$ cat src/sv/tmpf_pkg.sv
`default_nettype none

package tmpf_pkg;

    localparam int PIX_W  = 8;
    localparam int WIN    = 7;
    localparam int MID    = 3;
    localparam int RANK_W = 3;
    localparam int CFG_W  = 9;
    localparam int DIM_W  = 13;

    typedef logic [PIX_W-1:0] pix_t;
    typedef pix_t [WIN-1:0] win_vals_t;
    typedef logic [WIN-1:0][WIN-1:0] cmp_mat_t;

    typedef enum logic [1:0] {
        CFG_WINDOW_MODE  = 2'd0,
        CFG_FRAME_WIDTH  = 2'd1,
        CFG_FRAME_HEIGHT = 2'd2
    } cfg_index_t;

    // Load enables of the two median stages, driven by the top-level flow control.
    typedef struct packed {
        logic s2_load;
        logic s3_load;
    } pipe_en_t;

    // Index of the last pixel along one dimension: the raw value clamped to 1..maxv, less one.
    function automatic logic [DIM_W-1:0] dim_last(input logic [CFG_W-1:0] raw, input int maxv);
        logic [DIM_W-1:0] ext;
        logic [DIM_W-1:0] lim;
        ext = {{(DIM_W-CFG_W){1'b0}}, raw};
        lim = DIM_W'(maxv);
        if (raw == '0)
            dim_last = '0;
        else if (ext > lim)
            dim_last = lim - DIM_W'(1);
        else
            dim_last = ext - DIM_W'(1);
    endfunction

endpackage

`default_nettype wire

$ cat src/sv/tmpf_median7.sv
`default_nettype none

module tmpf_median7 (
    input  wire logic                clk,
    input  wire tmpf_pkg::pipe_en_t  en,
    input  wire tmpf_pkg::win_vals_t vals,
    output tmpf_pkg::pix_t           median
);

    import tmpf_pkg::*;

    cmp_mat_t                    cmp_next;
    cmp_mat_t                    cmp_reg;
    win_vals_t                   vals_reg;
    logic [WIN-1:0][RANK_W-1:0] rank;
    pix_t                        median_next;
    pix_t                        median_reg;

    // Stage two: all pairwise comparisons. Ties are broken by slot so ranks are distinct.
    always_comb
    begin
        for (int i = 0; i < WIN; i++)
        begin
            for (int j = 0; j < WIN; j++)
            begin
                if (j == i)
                    cmp_next[i][j] = 1'b0;
                else if (j < i)
                    cmp_next[i][j] = (vals[j] <= vals[i]);
                else
                    cmp_next[i][j] = (vals[j] < vals[i]);
            end
        end
    end

    always_ff @(posedge clk)
    begin
        if (en.s2_load)
        begin
            cmp_reg  <= cmp_next;
            vals_reg <= vals;
        end
    end

    // Stage three: rank of each slot, then pick the slot whose rank is the middle one.
    always_comb
    begin
        median_next = '0;
        for (int i = 0; i < WIN; i++)
        begin
            rank[i] = '0;
            for (int j = 0; j < WIN; j++)
                rank[i] = rank[i] + RANK_W'(cmp_reg[i][j]);
            if (rank[i] == RANK_W'(MID))
                median_next = median_next | vals_reg[i];
        end
    end

    always_ff @(posedge clk)
    begin
        if (en.s3_load)
            median_reg <= median_next;
    end

    assign median = median_reg;

endmodule

`default_nettype wire

$ cat config.mk
export PLATFORM = sky130hd
export DESIGN_NAME = tmpf_median7
export DESIGN_NICKNAME = d
export VERILOG_FILES = /design/src/sv/tmpf_pkg.sv /design/src/sv/tmpf_median7.sv
export SDC_FILE = /design/constraint.sdc
export NUM_CORES = 1
export LEC_CHECK = 0
export ABC_CLOCK_PERIOD_IN_PS = 9000
export BUFFER_PORTS_ARGS = -buffer_cell sky130_fd_sc_hd__buf_2
export CAP_MARGIN = 10
export CORE_ASPECT_RATIO = 1.75
export CORE_UTILIZATION = 55
export CTS_BUF_LIST = sky130_fd_sc_hd__clkbuf_4
export CTS_CLUSTER_SIZE = 30
export DETAILED_ROUTE_END_ITERATION = 7
export PLACE_DENSITY = 0.71
export SKIP_LAST_GASP = 1
export SLEW_MARGIN = 20
export SYNTH_ARGS = -nofsm -noshare
export SYNTH_HDL_FRONTEND = slang
export SYNTH_SLANG_ARGS = --single-unit
$ cat constraint.sdc
create_clock -name clk -period 9 [get_ports clk]
set_input_delay 0.9 -clock clk [delete_from_list [all_inputs] [get_ports clk]]
set_output_delay 0.9 -clock clk [all_outputs]
set_load 0.05 [all_outputs]
==> results of run 1 <==
==> path summary, 6_finish.rpt <==
check / from / to / cells after the start / slack (ps)
worst max register to register: cmp_reg[28]$_DFFE_PP_ / median[6]$_DFFE_PP_ / 10 / 5830
worst max-delay path: cmp_reg[28]$_DFFE_PP_ / median[6]$_DFFE_PP_ / 10 / 5830
worst min-delay path: vals_reg[28]$_DFFE_PP_ / median[4]$_DFFE_PP_ / 2 / 560
worst min register to register: vals_reg[28]$_DFFE_PP_ / median[4]$_DFFE_PP_ / 2 / 560
==> cells in the final DEF, fill, tap and decap left out <==
cell,instances
nand2_1,53
clkinv_8,1
ha_1,175
inv_8,3
a22oi_1,24
nor2_1,21
clkbuf_4,9
o21ai_1,21
clkinv_4,1
o31a_1,21
buf_2,65
edfxtp_1,106
buf_4,2
inv_1,107
fa_1,21
and3b_1,4
inv_6,1
o21a_1,21
nor2_2,3
a21oi_1,84
inv_12,1
diode_2,1
o31ai_1,21
o21ai_0,21
nand4_1,50
==> stage by stage <==
| step | hold WS (ps) | cell area, sq um | cells |
|---|---|---|---|
| after floorplan | 496.7 | 8182 | 757 |
| after global placement | 504.9 | 8715 | 1000 |
| after detailed placement | 515.4 | 8715 | 1000 |
| after CTS | 533.7 | 8866 | 1016 |
| after global routing | 544.9 | 8869 | 1017 |
| final | 556.2 | 8869 | 1017 |
==> final cells by class <==
class	instances	area, sq um	share of cell area
antenna	1	2.502	0.0002822
inverter	107	401.6	0.04529
clock buffer	9	67.56	0.007619
multi-input combinational	540	4564	0.5147
tap	180	225.2	0.02540
timing repair buffer	67	340.3	0.03837
sequential	106	3183	0.3589
clock inverter	7	83.83	0.009453
==> power breakdown <==
group          leakage [uW]  internal, uW  total [uW]  switching (uW)
clock network     0.0000824          70.1         258             187
registers           0.00104           630         656            26.8
logic               0.00279           210         610             401
total               0.00391           910        1520             615
==> worst register-to-register path: stages, from the launching register on <==
cell      delay (ps)
edfxtp_1         450
fa_1             550
inv_1             50
fa_1             430
inv_1             70
ha_1             140
inv_1             50
fa_1             480
and3b_1          320
a22oi_1          270
nand4_1          140
==> kinds of logic after synthesis <==
kind of cell	Yosys count
flops	106
compound gates	213
simple gates	131
fa+ha+maj	196
buf+inv	111
==> layer usage <==
metal / share of wire / GRT usage / routed length, um / vias up
li1: - / - / - / 3008
met4: 0.063 / 0.2140 / 1441 / 0
met3: 0.041 / 0.03631 / 939 / 84
met2: 0.53 / 0.5580 / 12010 / 247
met1: 0.37 / 0.3432 / 8483 / 3126
met5: 0 / 0 / 0 / -
==> metrics.cfg, run 1 <==
[synth]
synthSimpleGateAreaFrac=0.07876
ys_warn_count=0
synth_xor_area_frac=0
synthDistinctLibCells=18
synthMuxAreaShare=0
synth_most_common_cell=ha_1
ys_seq_elements=106
synth_cells=757
synth_top_area_frac=0.3891
synth_top_family_by_area=adder cells
async_flop_share=0
synth_area_sq_um=8182
ys_top_cells_by_area=edfxtp_1, ha_1, a21oi_1
ys_seq_area_frac=0.3891
synthAdderAreaFrac=0.3190
yosys-top-cells-count=ha_1, inv_1, edfxtp_1
synth_flop_cell=edfxtp_1
synth_compound_area_frac=0.1601
yosys.area.top_type=edfxtp_1
syn_avg_cell_area_sq_um=10.81
synth_edf_count=106
synth.net_count=1012

[worst_setup_path]
worstPathMaxFanout=8
cp_slowest_cell=fa_1
cp_slowest_stage_delay_ps=550
startpoint_type=flop
crit_type=flop to flop
path_cells=fa_1, inv_1, fa_1, inv_1, ha_1, inv_1, fa_1, and3b_1, a22oi_1, nand4_1
worstSetupEndpointType=flop
critPathTopFamily=adder cells
worst_ep_required_time_ps=9260
worst_ep_arrival_time_ps=3430
cp.buffers_inverters=3

[sta]
tightest_slew_ps=662.1
post-route-min-period_ps=3171
hold_violations=0
final.setup.worst_slack_ps=5829
clock_skew_ps=33.59
slew_violations=0
setup_tns_ps=0
slew_headroom=0.5586
fmax_ghz=0.3154
rsz0062_at_grt=false
period_share=0.3523
setup_viol=0

[min_path]
hold_path.class=flop to flop

[layout]
final_nets=1086
fill_cells=1177
drive_gt1_frac=0.1029
final_util=0.6141
syn_to_final_growth_pct=8.396
largest_reg_flops=56

[drt]
drcViolationCount=0
viasPerCell=6.357
firstDrtPassIters=7
drt_wl_total_mm=22.88
vias=6465
avgRoutedWirePerCell_um=22.49
drtAntennaViolNets=0
drt_iter0_markers=335

[clocking]
clk_pin_slew_ps=200
clkLatencyLatePin_ps=510
root_buffer=clkbuf_4
cts_resized=0
cts.htree.levels=3
cts_hold_buf=0
cts_buffers=9
cts_tree=built
clock_path_buffers=2
numClockSinks=106
post_cts_buffers=0

[placed_design]
portBuffers=66
dp_slack_ps=5855
dp_hpwl_mm=18.97
place_congestion=0.9351

[floorplan]
die_h_um=163.3
dieWidth_um=94.20
io_pins=67
initial_utilization=0.5665
dieArea_sq_um=15390
placementRows=58
core_area_sq_um=14440

[run]
drv_cap=0

[pwr]
p_total_uw=1524
vdd_drop_max_v=0.00008864
leakage_uw=0.003911
p_per_area_nw_per_um2=171.9

[grt]
grt_use_total=0.3147
grt_pass1_vias=6624
grt_start_max_net_pins=54
grt_pass1_wl_mm=34.85
grt-ovfl-total=0
antenna_found_initial=1

[run_status]
outcome=completed

Power figures use the tool's default switching activity.
==> run 2: changes to the inputs <==
--- a/config.mk
+++ b/config.mk
@@ -5,7 +5,7 @@
 export SDC_FILE = /design/constraint.sdc
 export NUM_CORES = 1
 export LEC_CHECK = 0
-export ABC_CLOCK_PERIOD_IN_PS = 9000
+export ABC_CLOCK_PERIOD_IN_PS = 2500
 export BUFFER_PORTS_ARGS = -buffer_cell sky130_fd_sc_hd__buf_2
 export CAP_MARGIN = 10
 export CORE_ASPECT_RATIO = 1.75
@@ -13,7 +13,7 @@
 export CTS_BUF_LIST = sky130_fd_sc_hd__clkbuf_4
 export CTS_CLUSTER_SIZE = 30
 export DETAILED_ROUTE_END_ITERATION = 7
-export PLACE_DENSITY = 0.71
+export PLACE_DENSITY = 0.74
 export SKIP_LAST_GASP = 1
 export SLEW_MARGIN = 20
 export SYNTH_ARGS = -nofsm -noshare
==> constraint.sdc (replaced) <==
create_clock -name clk -period 2.5 [get_ports clk]
set_input_delay 0.25 -clock clk [delete_from_list [all_inputs] [get_ports clk]]
set_output_delay 0.25 -clock clk [all_outputs]
set_load 0.05 [all_outputs]
==> run 2 against run 1 <==
  * The run now ends with negative setup slack left
  * Final area up 3.9%
  * Sequential power rose to 3.6 times the previous value
  * Via count up 2.7%
  * Clock power increased to 3.4 times the previous value
==> metrics.cfg, run 2 (same netlist as run 1, synthesis figures left out) <==
[placed_design]
place_congestion=0.9109  ; -2.6%
portBuffers=66  ; unchanged
dp_hpwl_mm=19.11  ; +0.69%
place_inst=1004  ; +0.40%

[grt]
grt-ovfl-total=0  ; unchanged
grt_pass1_wl_mm=35.71  ; +2.5%
grt_pass1_vias=6665  ; +0.62%
grt_start_max_net_pins=44  ; -19%
grt_use_total=0.3244  ; +0.009711
antenna_found_initial=1  ; unchanged

[sta]
tightest_slew_ps=574.4  ; -87.76 ps
slew_headroom=0.6130  ; +0.05446
period_share=1.191  ; +0.8388
fmax_ghz=0.3358  ; +6.5%
hold_violations=0  ; unchanged
slew_violations=0  ; unchanged
setup_tns_ps=-3564  ; -3564 ps
hold_ws_ps=14.23  ; -541.9 ps
rsz0062_at_grt=true
setup_viol=8  ; +8
post-route-min-period_ps=2978  ; -192.8 ps
final.setup.worst_slack_ps=-477.8  ; -6307 ps
clock_skew_ps=14.73  ; -18.86 ps

[clocking]
clock_path_buffers=2  ; unchanged
cts_tree=built
cts.htree.levels=3  ; unchanged
clk_pin_slew_ps=180  ; -20 ps
numClockSinks=106  ; unchanged
cts_buffers=9  ; unchanged
post_cts_buffers=0  ; unchanged
clkLatencyLatePin_ps=490  ; -20 ps
root_buffer=clkbuf_4

[run_status]
violations=negative setup slack
outcome=finished with violations

[min_path]
min_from=vals[35]
min_to=vals_reg[35]$_DFFE_PP_
holdPathStages=1  ; -1
hold_path.class=input pin to flop

[pwr]
comb_power_share=0.428  ; +0.028
switching_share=0.3929  ; -0.01045
leakage_uw=0.004020  ; +2.8%
switchingPower_uw=2226  ; +260%
intPower_uw=3440  ; +280%
seq_power_share=0.417  ; -0.014
p_total_uw=5666  ; +270%
clockPowerShare=0.155  ; -0.014
vdd_drop_max_v=0.0002891  ; +230%
p_per_area_nw_per_um2=614.8  ; +260%

[worst_setup_path]
startpoint_type=flop
worst_ep_required_time_ps=2770  ; -6490 ps
r2r_slack_ps=-480  ; -6310 ps
crit_type=flop to flop
reg2reg_to=median[5]$_DFFE_PP_
worst_ep_arrival_time_ps=3240  ; -190 ps
worstSetupEndpointType=flop
worstPathMaxFanout=8  ; unchanged
r2r-start=cmp_reg[25]$_DFFE_PP_
ff2ff_path_depth=10  ; unchanged

[layout]
drive_gt1_frac=0.1267  ; +0.02387
final_util=0.6382  ; +0.02409
fill_cells=1120  ; -4.8%
fin_cells=1041  ; +2.4%
final_cell_mix=ha_1, inv_1, edfxtp_1
final_nets=1110  ; +2.2%
final_common_cell=ha_1
largest_reg_flops=56  ; unchanged
syn_to_final_growth_pct=12.65

[drt]
viasPerCell=6.378  ; +0.32%
drcViolationCount=0  ; unchanged
drtAntennaViolNets=0  ; unchanged
firstDrtPassIters=5  ; -2
vias=6639  ; +2.7%
drt_wl_total_mm=23.86  ; +4.3%
avgRoutedWirePerCell_um=22.92  ; +1.9%
drt_iter0_markers=458  ; +37%

[run]
drv_cap=0  ; unchanged

[floorplan]
core_area_sq_um=14440  ; unchanged
dieArea_sq_um=15390  ; unchanged
initial_utilization=0.5665  ; unchanged
die_h_um=163.3  ; unchanged
placementRows=58  ; unchanged
dieWidth_um=94.20  ; unchanged
io_pins=67  ; unchanged

run 2: worst max path at each step:
stage	startpoint	to	slack [ps]
after floorplan	cmp_reg[25]$_DFFE_PP_	median[1]$_DFFE_PP_	-360
after global placement	cmp_reg[31]$_DFFE_PP_	median[5]$_DFFE_PP_	-520
after detailed placement	cmp_reg[31]$_DFFE_PP_	median[4]$_DFFE_PP_	-650
after CTS	cmp_reg[25]$_DFFE_PP_	median[5]$_DFFE_PP_	-480
after global routing	cmp_reg[31]$_DFFE_PP_	median[5]$_DFFE_PP_	-610
final	cmp_reg[25]$_DFFE_PP_	median[5]$_DFFE_PP_	-480
run 2: critical path, stage by stage (launching register included):
cell	delay (ps)
edfxtp_1	440
fa_1	540
inv_1	50
fa_1	430
inv_1	70
ha_2	160
inv_2	30
fa_1	460
and3b_2	290
a22oi_2	180
nand4_1	100
run 2: area by class of cell:
| cell class | instances | area, sq um | area share |
|---|---|---|---|
| Multi-Input combinational cell | 540 | 4647 | 0.5042 |
| Inverter | 107 | 401.6 | 0.04358 |
| Clock buffer | 9 | 67.56 | 0.007331 |
| Clock inverter | 7 | 68.82 | 0.007467 |
| Antenna cell | 1 | 2.502 | 0.0002715 |
| Tap cell | 180 | 225.2 | 0.02444 |
| Sequential cell | 106 | 3183 | 0.3454 |
| Timing Repair Buffer | 91 | 620.6 | 0.06734 |
run 2: per-stage QoR:
| step | setup WS (ps) | instance area (sq um) |
|---|---|---|
| after floorplan | -360.0 | 8250 |
| after global placement | -522.5 | 8857 |
| after detailed placement | -653.0 | 8857 |
| after CTS | -484.7 | 9214 |
| after global routing | -614.1 | 9216 |
| final | -477.8 | 9216 |
run 2: power by group through the flow:
stage / combinational (uW) / clock [uW] / sequential, uW
floorplan: 1330 / 0 / 2610
global placement: 2180 / 0 / 2410
detailed placement: 2340 / 0 / 2410
CTS: 2420 / 880 / 2370
global route: 2670 / 940 / 2390
finish: 2430 / 876 / 2360
run 2: metal layers:
layer,share of wire,global-route usage,up-vias,wire [um]
met5,0,0,-,0
met4,0.089,0.2608,0,2122
met3,0.045,0.03352,114,1075
met2,0.51,0.5606,297,12120
met1,0.36,0.3523,3175,8540
li1,-,-,3053,-
run 2: what timing repair did:
item	CTS	global route
hold endpoints to repair	20	0
hold buffers	20	0
pin swaps	4	1
resized for setup	9	0
setup endpoints to repair	8	8
